--- config.mk ---
export PLATFORM = sky130hd
export DESIGN_NAME = crsf_frame_parser_top
export DESIGN_NICKNAME = d
export VERILOG_FILES = /design/src/design/crsf_pkg.sv /design/src/design/crsf_payload_ram.sv /design/src/design/crsf_drain.sv /design/src/design/crsf_frame_parser_top.sv
export SDC_FILE = /design/constraint.sdc
export NUM_CORES = 1
export LEC_CHECK = 0
export CAP_MARGIN = 10
export CORE_MARGIN = 8
export CORE_UTILIZATION = 55
export DETAILED_ROUTE_END_ITERATION = 10
export DONT_BUFFER_PORTS = 1
export GPL_TIMING_DRIVEN = 1
export PLACE_DENSITY = 0.7
export SYNTH_ARGS = -nofsm -noshare
export SYNTH_HDL_FRONTEND = slang
export SYNTH_SLANG_ARGS = --single-unit
--- constraint.sdc ---
create_clock -name clk -period 14.65 [get_ports clk]
set_input_delay 1.465 -clock clk [delete_from_list [all_inputs] [get_ports clk]]
set_output_delay 1.465 -clock clk [all_outputs]
set_load 0.05 [all_outputs]
--- src/design/crsf_pkg.sv ---
`default_nettype none
// -----------------------------------------------------------------------------
// crsf_pkg
// Shared types, status codes and the CRC-8 step for the CRSF frame parser.
// -----------------------------------------------------------------------------
package crsf_pkg;

	localparam int unsigned BYTE_W = 8;
	localparam int unsigned PLEN_W = 6;
	localparam int unsigned CNT_W  = 32;
	localparam int unsigned POS_W  = 7;

	localparam logic [BYTE_W-1:0] CRC_POLY = 8'hD5;
	localparam logic [BYTE_W-1:0] LEN_LOW  = 8'd2;
	localparam logic [BYTE_W-1:0] LEN_HIGH = 8'd62;

	typedef logic [1:0] status_t;

	localparam status_t ST_NONE   = 2'd0;
	localparam status_t ST_OK     = 2'd1;
	localparam status_t ST_BADLEN = 2'd2;
	localparam status_t ST_BADCRC = 2'd3;

	// One parsed byte's outcome, handed to the drain sequencer.
	typedef struct packed {
		status_t             status;
		logic [BYTE_W-1:0]   address;
		logic [BYTE_W-1:0]   frame_type;
		logic [PLEN_W-1:0]   payload_count;
		logic [CNT_W-1:0]    good_frames;
		logic [CNT_W-1:0]    crc_fails;
		logic [CNT_W-1:0]    length_fails;
	} crsf_job_t;

	// CRC-8/DVB-S2: MSB first, no reflection, no final xor.
	function automatic logic [BYTE_W-1:0] crc_fold(input logic [BYTE_W-1:0] crc,
	                                               input logic [BYTE_W-1:0] b);
		logic [BYTE_W-1:0] v;
		v = crc ^ b;
		for (int k = 0; k < 8; k++) begin
			if (v[7]) begin
				v = {v[6:0], 1'b0} ^ CRC_POLY;
			end else begin
				v = {v[6:0], 1'b0};
			end
		end
		return v;
	endfunction

endpackage
`default_nettype wire

--- src/design/crsf_payload_ram.sv ---
`default_nettype none
// -----------------------------------------------------------------------------
// crsf_payload_ram
// Single-port-write, single-port-read payload store with registered read data.
// -----------------------------------------------------------------------------
module crsf_payload_ram #(
	parameter int unsigned DEPTH = 64
) (
	input  wire logic                     clk,
	input  wire logic                     wr_en,
	input  wire logic [$clog2(DEPTH)-1:0] wr_addr,
	input  wire logic [7:0]               wr_data,
	input  wire logic                     rd_en,
	input  wire logic [$clog2(DEPTH)-1:0] rd_addr,
	output logic      [7:0]               rd_data
);
	logic [7:0] mem [DEPTH];

	always_ff @(posedge clk) begin
		if (wr_en) begin
			mem[wr_addr] <= wr_data;
		end
	end

	// Hold read data between reads.
	always_ff @(posedge clk) begin
		if (rd_en) begin
			rd_data <= mem[rd_addr];
		end
	end

endmodule
`default_nettype wire

--- src/design/crsf_drain.sv ---
`default_nettype none
// -----------------------------------------------------------------------------
// crsf_drain
// Result sequencer: expands a parsed outcome into results, reads the payload
// store one entry per cycle unless stalled and feeds a registered output stage.
// -----------------------------------------------------------------------------
module crsf_drain #(
	parameter int unsigned DEPTH = 64
) (
	input  wire logic                     clk,
	input  wire logic                     arst_n,
	input  wire logic                     load,
	input  wire crsf_pkg::crsf_job_t      job,
	output logic                          busy,
	output logic                          rd_en,
	output logic [$clog2(DEPTH)-1:0]      rd_addr,
	input  wire logic [7:0]               rd_data,
	output logic                          out_valid,
	input  wire logic                     out_stall,
	output crsf_pkg::status_t             status,
	output logic [7:0]                    address,
	output logic [7:0]                    frame_type,
	output logic [5:0]                    payload_count,
	output logic [7:0]                    payload_byte,
	output logic [5:0]                    payload_pos,
	output logic                          last,
	output logic [31:0]                   good_frames,
	output logic [31:0]                   crc_fails,
	output logic [31:0]                   length_fails
);
	import crsf_pkg::*;

	logic              act_q;
	crsf_job_t         job_q;
	logic [PLEN_W-1:0] idx_q;

	logic              vld_s2;
	crsf_job_t         job_s2;
	logic [PLEN_W-1:0] pos_s2;
	logic              last_s2;
	logic              ram_s2;

	logic              out_vld_q;
	logic              move;
	logic              issue;
	logic              is_last;
	logic              use_ram;

	assign move    = vld_s2 && (!out_vld_q || !out_stall);
	assign issue   = act_q && (!vld_s2 || move);
	assign use_ram = (job_q.status == ST_OK) && (job_q.payload_count != '0);
	assign is_last = !use_ram || ((idx_q + PLEN_W'(1)) == job_q.payload_count);

	assign busy    = act_q;
	assign rd_en   = issue && use_ram;
	assign rd_addr = idx_q[$clog2(DEPTH)-1:0];

	// Sequencer: one result issued per free slot.
	always_ff @(posedge clk or negedge arst_n) begin
		if (!arst_n) begin
			act_q <= 1'b0;
		end else if (load) begin
			act_q <= 1'b1;
		end else if (issue && is_last) begin
			act_q <= 1'b0;
		end
	end

	always_ff @(posedge clk) begin
		if (load) begin
			job_q <= job;
			idx_q <= '0;
		end else if (issue) begin
			idx_q <= idx_q + PLEN_W'(1);
		end
	end

	// Read stage: waits for the registered RAM data.
	always_ff @(posedge clk or negedge arst_n) begin
		if (!arst_n) begin
			vld_s2 <= 1'b0;
		end else if (issue) begin
			vld_s2 <= 1'b1;
		end else if (move) begin
			vld_s2 <= 1'b0;
		end
	end

	always_ff @(posedge clk) begin
		if (issue) begin
			job_s2  <= job_q;
			pos_s2  <= use_ram ? idx_q : '0;
			last_s2 <= is_last;
			ram_s2  <= use_ram;
		end
	end

	// Output register.
	always_ff @(posedge clk or negedge arst_n) begin
		if (!arst_n) begin
			out_vld_q <= 1'b0;
		end else if (move) begin
			out_vld_q <= 1'b1;
		end else if (!out_stall) begin
			out_vld_q <= 1'b0;
		end
	end

	always_ff @(posedge clk) begin
		if (move) begin
			status        <= job_s2.status;
			address       <= job_s2.address;
			frame_type    <= job_s2.frame_type;
			payload_count <= job_s2.payload_count;
			payload_byte  <= ram_s2 ? rd_data : 8'd0;
			payload_pos   <= pos_s2;
			last          <= last_s2;
			good_frames   <= job_s2.good_frames;
			crc_fails     <= job_s2.crc_fails;
			length_fails  <= job_s2.length_fails;
		end
	end

	assign out_valid = out_vld_q;

endmodule
`default_nettype wire

--- src/design/crsf_frame_parser_top.sv ---
`default_nettype none
// -----------------------------------------------------------------------------
// crsf_frame_parser_top
// Byte-serial CRSF frame receiver with CRC-8/DVB-S2 check and payload replay.
// -----------------------------------------------------------------------------
//
//  channel | direction | handshake            | payload
//  --------+-----------+----------------------+------------------------------------
//  in      | sink      | in_valid / in_stall  | data_byte
//  out     | source    | out_valid / out_stall| status, address, frame_type,
//          |           |                      | payload_count, payload_byte,
//          |           |                      | payload_pos, last, good_frames,
//          |           |                      | crc_fails, length_fails
//
//  Each accepted byte is parsed in its accepting cycle; its first result
//  passes the sequencer register, read stage and output register to out_valid.
//  in_stall then holds until every result of the byte is issued: one for
//  most bytes and payload_count for a good frame with a payload.
//  arst_n clears position, CRC, header and counters; the payload store is
//  not cleared, as only entries written in the current frame are read back.
// -----------------------------------------------------------------------------
module crsf_frame_parser_top #(
	parameter int unsigned FRAME_MAX  = 64,
	parameter int unsigned COUNT_BITS = 32
) (
	input  wire logic          clk,
	input  wire logic          arst_n,
	input  wire logic          in_valid,
	output logic               in_stall,
	input  wire logic [7:0]    data_byte,
	output logic               out_valid,
	input  wire logic          out_stall,
	output crsf_pkg::status_t  status,
	output logic [7:0]         address,
	output logic [7:0]         frame_type,
	output logic [5:0]         payload_count,
	output logic [7:0]         payload_byte,
	output logic [5:0]         payload_pos,
	output logic               last,
	output logic [31:0]        good_frames,
	output logic [31:0]        crc_fails,
	output logic [31:0]        length_fails
);
	import crsf_pkg::*;

	localparam int unsigned AW = $clog2(FRAME_MAX);

	// Parser state
	logic [POS_W-1:0]      pos_q;
	logic [POS_W-1:0]      tot_q;
	logic [BYTE_W-1:0]     addr_q;
	logic [BYTE_W-1:0]     type_q;
	logic [PLEN_W-1:0]     plen_q;
	logic [BYTE_W-1:0]     crc_q;
	logic [COUNT_BITS-1:0] good_q;
	logic [COUNT_BITS-1:0] crcf_q;
	logic [COUNT_BITS-1:0] lenf_q;

	logic [POS_W-1:0]      pos_d;
	logic [POS_W-1:0]      tot_d;
	logic [BYTE_W-1:0]     addr_d;
	logic [BYTE_W-1:0]     type_d;
	logic [PLEN_W-1:0]     plen_d;
	logic [BYTE_W-1:0]     crc_d;
	logic [COUNT_BITS-1:0] good_d;
	logic [COUNT_BITS-1:0] crcf_d;
	logic [COUNT_BITS-1:0] lenf_d;

	logic                  acc;
	logic                  busy;
	logic                  wr_en;
	logic [AW-1:0]         wr_addr;
	logic [POS_W-1:0]      pay_idx;
	logic [BYTE_W:0]       tot_sum;
	logic [BYTE_W-1:0]     len_rem;
	status_t               st_d;
	crsf_job_t             job;

	logic                  rd_en;
	logic [AW-1:0]         rd_addr;
	logic [7:0]            rd_data;

	// Take a byte only when the sequencer has finished the previous one.
	assign in_stall = busy;
	assign acc      = in_valid && !busy;

	assign pay_idx  = pos_q - POS_W'(3);
	assign wr_addr  = pay_idx[AW-1:0];
	assign tot_sum  = {1'b0, data_byte} + 9'd2;
	assign len_rem  = data_byte - LEN_LOW;

	// Parse one byte against the current frame position.
	always_comb begin
		pos_d  = pos_q;
		tot_d  = tot_q;
		addr_d = addr_q;
		type_d = type_q;
		plen_d = plen_q;
		crc_d  = crc_q;
		good_d = good_q;
		crcf_d = crcf_q;
		lenf_d = lenf_q;
		st_d   = ST_NONE;
		wr_en  = 1'b0;
		priority if (pos_q == '0) begin
			// address byte
			addr_d = data_byte;
			pos_d  = POS_W'(1);
		end else if (pos_q == POS_W'(1)) begin
			// length byte: drop it and restart if implausible
			if (data_byte < LEN_LOW || data_byte > LEN_HIGH) begin
				pos_d  = '0;
				tot_d  = '0;
				lenf_d = lenf_q + COUNT_BITS'(1);
				st_d   = ST_BADLEN;
			end else begin
				plen_d = len_rem[PLEN_W-1:0];
				tot_d  = tot_sum[POS_W-1:0];
				crc_d  = '0;
				pos_d  = POS_W'(2);
			end
		end else if (pos_q >= POS_W'(FRAME_MAX)) begin
			// frame overrun
			pos_d  = '0;
			tot_d  = '0;
			lenf_d = lenf_q + COUNT_BITS'(1);
			st_d   = ST_BADLEN;
		end else if ((pos_q + POS_W'(1)) < tot_q) begin
			// type or payload byte: fold into the CRC
			crc_d = crc_fold(crc_q, data_byte);
			if (pos_q == POS_W'(2)) begin
				type_d = data_byte;
			end else begin
				wr_en = 1'b1;
			end
			pos_d = pos_q + POS_W'(1);
		end else begin
			// CRC byte closes the frame
			pos_d = '0;
			tot_d = '0;
			if (data_byte != crc_q) begin
				crcf_d = crcf_q + COUNT_BITS'(1);
				st_d   = ST_BADCRC;
			end else begin
				good_d = good_q + COUNT_BITS'(1);
				st_d   = ST_OK;
			end
		end
	end

	// Header fields only travel with a good frame.
	always_comb begin
		job.status        = st_d;
		job.address       = (st_d == ST_OK) ? addr_q : '0;
		job.frame_type    = (st_d == ST_OK) ? type_q : '0;
		job.payload_count = (st_d == ST_OK) ? plen_q : '0;
		job.good_frames   = CNT_W'(good_d);
		job.crc_fails     = CNT_W'(crcf_d);
		job.length_fails  = CNT_W'(lenf_d);
	end

	always_ff @(posedge clk or negedge arst_n) begin
		if (!arst_n) begin
			pos_q  <= '0;
			tot_q  <= '0;
			addr_q <= '0;
			type_q <= '0;
			plen_q <= '0;
			crc_q  <= '0;
			good_q <= '0;
			crcf_q <= '0;
			lenf_q <= '0;
		end else if (acc) begin
			pos_q  <= pos_d;
			tot_q  <= tot_d;
			addr_q <= addr_d;
			type_q <= type_d;
			plen_q <= plen_d;
			crc_q  <= crc_d;
			good_q <= good_d;
			crcf_q <= crcf_d;
			lenf_q <= lenf_d;
		end
	end

	crsf_payload_ram #(
		.DEPTH (FRAME_MAX)
	) u_ram (
		.clk     (clk),
		.wr_en   (acc && wr_en),
		.wr_addr (wr_addr),
		.wr_data (data_byte),
		.rd_en   (rd_en),
		.rd_addr (rd_addr),
		.rd_data (rd_data)
	);

	crsf_drain #(
		.DEPTH (FRAME_MAX)
	) u_drain (
		.clk           (clk),
		.arst_n        (arst_n),
		.load          (acc),
		.job           (job),
		.busy          (busy),
		.rd_en         (rd_en),
		.rd_addr       (rd_addr),
		.rd_data       (rd_data),
		.out_valid     (out_valid),
		.out_stall     (out_stall),
		.status        (status),
		.address       (address),
		.frame_type    (frame_type),
		.payload_count (payload_count),
		.payload_byte  (payload_byte),
		.payload_pos   (payload_pos),
		.last          (last),
		.good_frames   (good_frames),
		.crc_fails     (crc_fails),
		.length_fails  (length_fails)
	);

endmodule
`default_nettype wire

==> results.txt, run 1 <==
Reg2Reg Capture Point -> u_ram.mem[53][3]
Die Ht -> 288.3 um
Placed Area -> 0.04176 mm2
later-pin clock latency in the skew report -> 0.65 ns
post-layout util -> 0.6090
Max clock buf depth -> 3
Worst-path clk slew -> 0.06 ns
via density per instance -> 5.992
min Tclk post-route -> 4.646 ns
Reg2Reg Depth -> 10
DRC viols -> 0
DIE WIDTH -> 288.3 um
CTS tree -> built
worst setup path start -> pos_q[0]
leakage power -> 15.43 nW
post-route cell area -> 0.04503 mm2
Num CTS Buffers -> 100
setup ws final -> 10.00 ns
I/O pins -> 149
initial antenna violation count -> 3
PostCTS Resize Cnt -> 0
register area share after synthesis -> 0.7555
Largest delay share family, worst path -> simple AND/OR/NAND/NOR gates
Setup Crit Path Kind -> reg -> reg
WL per Instance -> 25.29 um
Final TNS setup -> 0 ns
Rows -> 100
setup slack, reg-to-reg -> 10.00 ns
Crit Path Max Fanout -> 12
Top FF cell, synth -> edfxtp_1
Netlist cell types -> 62
hpwl dp -> 51.28 mm
Top cell by count, worst path -> ha_1
Worst Hold Class -> reg -> reg
DRT iter0 DRCs -> 2185
Hold Fails Final Rpt -> 0
# H-tree levels -> 3
area grow syn2layout -> 10.41%
Layout Nets -> 2306
highest clock rate -> 215.2 MHz
Final Cycle Share -> 0.3171
Power Density -> 193.7 mW/mm2
Critical Path AT -> 4.92 ns
Mapped Avg Cell Area -> 18.11 um2
Syn Nets -> 2282
Yosys reg bits -> 1052
Synth Instances -> 2252
full die area -> 0.08313 mm2
Max stage delay on crit path -> 0.69 ns
port bufs -> 0
outcome -> finished, final reports clean
slew margin rel. -> 0.2763
maxcap violations -> 0
setup repair bufs after CTS -> 0
Cell Area, Synth -> 0.04079 mm2
antenna-violating nets left -> 0
CTS sink cnt -> 1052
placed insts -> 3142
final WL -> 84.26 mm
vias in the first global route -> 20106
total congestion overflow -> 0
Initial Util -> 0.5516
Critical Path Stages -> 10
final number of setup-violating endpoints -> 0
CORE AREA -> 0.07395 mm2
Root Buffer -> clkbuf_16
layout cells sized above 1 -> 0.1512
Total GRT Usage -> 0.2032
drt first pass iters -> 5
CP Cell Sequence -> ha_1 -> xnor2_1 -> inv_1 -> ha_1 -> a21o_1 -> a31oi_1 -> o211ai_1 -> nor2_2 -> nand3_1 -> nor2_1
pre-CTS setup slack -> 9.468 ns
worst endpoint required time -> 14.92 ns
WP buf/inv -> 1
largest net degree at the start of global routing -> 144
IR drop worst, VDD -> 0.0001207 V
RR Startpoint -> pos_q[0]
Worst Setup EP -> u_ram.mem[53][3]
vias -> 19966
slowest stage cell, crit path -> nor2_1
Slew @ Worst Pin -> 1.086 ns
GPL Wtd Cong -> 0.8586
Startpoint Class -> register
yosys warns -> 0
ys async rst share -> 0.1359
Post-synth EDFFs -> 903
Clock Skew -> 0.02984 ns
cts-stage hold buffer count -> 0
fin cells -> 3332
Max Slew Vio Count -> 0
unrepaired setup endpoints after global routing -> no
CP Capture Type -> register
first-pass GRT wire length -> 126.4 mm
worst reg2reg max path, cell delays in order (launching register included):
cell      delay (ns)
dfrtp_1         0.50
ha_1            0.27
xnor2_1         0.40
inv_1           0.20
ha_1            0.34
a21o_1          0.16
a31oi_1         0.25
o211ai_1        0.22
nor2_2          0.66
nand3_1         0.60
nor2_1          0.69
sequential cells by signal (all words and copies together) (netlist names), 32 cells and up:
name,cells
u_drain.good_frames,32
u_drain.job_s2,120
crcf_q,32
u_drain.length_fails,32
u_ram.mem,512
u_drain.crc_fails,32
u_drain.job_q,120
lenf_q,32
good_q,32
per-stage QoR:
step	total power, W	hold slack, ns
finish	0.008721	0.4121
global route	0.009038	0.4134
CTS	0.008782	0.4137
detailed placement	0.006267	0.4045
global placement	0.006224	0.4008
floorplan	0.005773	0.4003
worst min-delay path by stage:
stage,startpoint,end,slack (ns),cells after the start
5_1_grt,u_drain.job_s2[89],u_drain.good_frames[25],0.41,0
6_report,u_drain.job_s2[116],u_drain.address[6],0.41,0
3_5_place_dp,u_drain.job_s2[116],u_drain.address[6],0.40,0
4_1_cts,u_drain.job_s2[116],u_drain.address[6],0.41,0
2_1_floorplan,u_drain.job_s2[110],u_drain.address[0],0.40,0
3_3_place_gp,u_drain.job_s2[45],u_drain.crc_fails[13],0.40,0
area by class of cell:
type / count / area [um2]
fillers: 5072 / 28910
clock buffers: 139 / 2867
flip-flops and latches: 1052 / 30820
diodes: 2 / 5.005
clock inverters: 48 / 387.9
multi-input cells: 1085 / 9515
inverters: 22 / 92.59
well taps: 969 / 1212
repair buffers: 15 / 128.9
cells in the final DEF (no fill, tap or decap), types with 14 or more instances in the layout:
| cell type | instances |
|---|---|
| o21ai_0 | 30 |
| and3_1 | 19 |
| clkinv_1 | 20 |
| nor2_1 | 139 |
| nand2_1 | 147 |
| a22oi_1 | 16 |
| and2_1 | 47 |
| edfxtp_1 | 903 |
| inv_1 | 20 |
| mux2_2 | 16 |
| dfrtp_1 | 143 |
| clkbuf_1 | 24 |
| nor3_1 | 45 |
| clkinv_2 | 14 |
| nand4_1 | 40 |
| nand3_1 | 69 |
| mux4_2 | 160 |
| clkbuf_16 | 106 |
| ha_1 | 18 |
| xnor2_1 | 119 |
| and4_1 | 14 |
| xor2_1 | 107 |
synthesized netlist by cell type, types with 12 or more instances:
library cell | count | area (um2)
a21oi_1 | 12 | 60.06
a22oi_1 | 16 | 120.1
and2_1 | 47 | 294.0
and3_1 | 19 | 118.9
and4_1 | 14 | 122.6
buf_1 | 17 | 63.81
buf_2 | 22 | 110.1
clkbuf_1 | 50 | 187.7
dfrtp_1 | 143 | 3578
edfxtp_1 | 903 | 27120
ha_1 | 18 | 225.2
inv_1 | 21 | 78.83
mux2_2 | 16 | 180.2
mux4_2 | 160 | 3603
nand2_1 | 147 | 551.8
nand3_1 | 69 | 345.3
nand4_1 | 40 | 250.2
nor2_1 | 140 | 525.5
nor3_1 | 45 | 225.2
o21ai_0 | 30 | 150.1
xnor2_1 | 119 | 1042
xor2_1 | 107 | 937.2
kinds of logic after synthesis:
| group | Yosys count | synth area share |
|---|---|---|
| XOR/XNOR | 230 | 0.05028 |
| flip-flops | 1052 | 0.7555 |
| AND/OR/NAND/NOR | 567 | 0.06915 |
| adder cells (fa/ha/maj) | 18 | 0.005522 |
| multiplexers | 176 | 0.09277 |
| buffers and inverters | 115 | 0.01181 |
| AO/OA/AOI/OAI | 94 | 0.01494 |
where the power goes:
part	internal, W	total [W]	switching, W
logic	0.000623	0.00161	0.000989
registers	0.00386	0.00459	0.000722
clock network	0.00146	0.00252	0.00107
routing by layer:
metal	up-vias	wire [um]	GRT usage
met3	146	8086	0.05907
met2	915	39500	0.3144
met4	4	2051	0.05914
met5	-	23	0
met1	10173	34600	0.2823
li1	8728	-	-
No activity file was read; power rests on OpenSTA's default activity.
==> inputs of run 2 (changes only) <==
==> constraint.sdc (replaced) <==
create_clock -name clk -period 4.7 [get_ports clk]
set_input_delay 0.47 -clock clk [delete_from_list [all_inputs] [get_ports clk]]
set_output_delay 0.47 -clock clk [all_outputs]
set_load 0.05 [all_outputs]
==> results.txt, run 2 (synthesized netlist as in run 1, its figures left out) <==
vias -> 20214 (was 19966)
Rows -> 100 (unchanged)
slew margin rel. -> 0.2850 (was 0.2763)
max reg flops -> 512 (unchanged)
layout cells sized above 1 -> 0.1672 (was 0.1512)
drt first pass iters -> 5 (unchanged)
Initial Util -> 0.5516 (unchanged)
Num CTS Buffers -> 98 (was 100)
Hold Fails Final Rpt -> 0 (unchanged)
Final Cycle Share -> 0.8966 (was 0.3171)
Worst-path clk slew -> 0.06 ns (about the same)
# H-tree levels -> 3 (unchanged)
min Tclk post-route -> 4.214 ns (was 4.646 ns)
DIE WIDTH -> 288.3 um (unchanged)
GPL Wtd Cong -> 0.8564 (was 0.8586)
ant diodes -> 0 (was 2)
port bufs -> 0 (unchanged)
Die Ht -> 288.3 um (unchanged)
setup slack, reg-to-reg -> 0.49 ns (was 10.00 ns)
unrepaired setup endpoints after global routing -> no (unchanged)
filler cell count -> 5043 (was 5072)
Final TNS setup -> 0 ns (unchanged)
Slew @ Worst Pin -> 1.071 ns (was 1.086 ns)
Worst Hold Class -> in -> reg (was reg -> reg)
largest reg by FF count -> u_ram.mem (unchanged)
Clock Skew -> 0.02782 ns (was 0.02984 ns)
area grow syn2layout -> 11.88% (was 10.41%)
highest clock rate -> 237.3 MHz (was 215.2 MHz)
Setup Crit Path Kind -> reg -> reg (unchanged)
Max clock buf depth -> 3 (unchanged)
antenna-violating nets left -> 0 (unchanged)
first-pass GRT wire length -> 128.9 mm (was 126.4 mm)
commonest non-fill, non-tap cells in the layout -> 903 x edfxtp_1, 160 x mux4_2, 147 x nand2_1, 143 x dfrtp_1, 140 x nor2_1 (was 903 x edfxtp_1, 160 x mux4_2, 147 x nand2_1, 143 x dfrtp_1, 139 x nor2_1)
outcome -> finished, final reports clean (unchanged)
CORE AREA -> 0.07395 mm2 (unchanged)
hpwl dp -> 50.18 mm (was 51.28 mm)
Placed Area -> 0.04211 mm2 (was 0.04176 mm2)
leakage power -> 15.77 nW (was 15.43 nW)
maxcap violations -> 0 (unchanged)
PostCTS Resize Cnt -> 0 (unchanged)
total congestion overflow -> 0 (unchanged)
Max Slew Vio Count -> 0 (unchanged)
CP Capture Type -> register (unchanged)
Layout Nets -> 2360 (was 2306)
post-route cell area -> 0.04563 mm2 (was 0.04503 mm2)
largest net degree at the start of global routing -> 144 (unchanged)
DRC viols -> 0 (unchanged)
final WL -> 85.26 mm (was 84.26 mm)
Total GRT Usage -> 0.2071 (was 0.2032)
Critical Path AT -> 4.49 ns (was 4.92 ns)
later-pin clock latency in the skew report -> 0.65 ns (about the same)
Root Buffer -> clkbuf_16 (unchanged)
Power Density -> 599.8 mW/mm2 (was 193.7 mW/mm2)
CTS tree -> built (unchanged)
commonest non-fill, non-tap cell in the layout -> edfxtp_1 (unchanged)
full die area -> 0.08313 mm2 (unchanged)
CTS sink cnt -> 1052 (unchanged)
vias in the first global route -> 20187 (was 20106)
Crit Path Max Fanout -> 10 (was 12)
WL per Instance -> 25.22 um (was 25.29 um)
Startpoint Class -> register (unchanged)
final number of setup-violating endpoints -> 0 (unchanged)
IR drop worst, VDD -> 0.0003684 V (was 0.0001207 V)
Top Registers -> u_ram.mem (512), u_drain.job_q (120), u_drain.job_s2 (120) (unchanged)
via density per instance -> 5.980 (was 5.992)
initial antenna violation count -> 1 (was 3)
DRT iter0 DRCs -> 2318 (was 2185)
I/O pins -> 149 (unchanged)
worst endpoint required time -> 4.97 ns (was 14.92 ns)
run 2: worst paths after layout:
path,start,end,cells past startpoint
worst min register to register,u_drain.job_q[29],u_drain.job_s2[29],0
worst max register to register,pos_q[0],u_ram.mem[23][1],12
max in group asynchronous,arst_n,crcf_q[21],2
worst min-delay path,out_stall,u_drain.vld_s2,2
min in group asynchronous,arst_n,lenf_q[9],2
worst max-delay path,pos_q[0],u_ram.mem[23][1],12
run 2: critical path: stages (launching register included):
cell	delay, ns
dfrtp_1	0.54
ha_1	0.41
nand3_1	0.16
nor2_1	0.18
xor2_1	0.22
ha_1	0.29
a21oi_1	0.14
o21a_1	0.18
o211ai_1	0.15
nor2_1	0.28
buf_4	0.23
nand3_1	0.36
nor2_1	0.68
run 2: repair_timing:
item                                   CTS  global route
buffers inserted                         0             0
endpoints found under the hold margin  667             0
setup endpoints to repair                0             0
hold buffers                            17             0
run 2: per-stage QoR:
stage | std cells | setup WS [ns] | power (W) | hold slack, ns | util
finish | 3380 | 0.4859 | 0.02737 | 0.04006 | 0.6171
global route | 3380 | 0.1915 | 0.02840 | 0.03993 | 0.6171
CTS | 3380 | 0.5904 | 0.02760 | 0.004546 | 0.6171
detailed placement | 3182 | 0.6177 | 0.01962 | 0.1850 | 0.5694
global placement | 3182 | 0.7910 | 0.01948 | 0.1844 | 0.5694
floorplan | 2252 | 0.4061 | 0.01784 | 0.1744 | -
run 2: layer usage:
layer  vias to the layer above  wire length [um]  global-route usage
met5                         -                 0                   0
met4                         0              1535             0.05017
met3                       114              6903             0.04530
met2                       869             41270              0.3324
met1                     10401             35550              0.2917
li1                       8830                 -                   -
run 2: power by group:
part / internal [W] / switching (W)
logic: 0.00203 / 0.00313
clock network: 0.00455 / 0.00329
registers: 0.0120 / 0.00234
total: 0.0186 / 0.00876
run 2: cell type report:
type                            count  area [um2]  share of cell area
Sequential cell                  1052       30820              0.6755
Multi-Input combinational cell   1085        9513              0.2085
Clock buffer                      118        2559             0.05607
Tap cell                          969        1212             0.02657
Timing Repair Buffer               71       795.8             0.01744
Clock inverter                     63       636.9             0.01396
Inverter                           22       90.09            0.001974
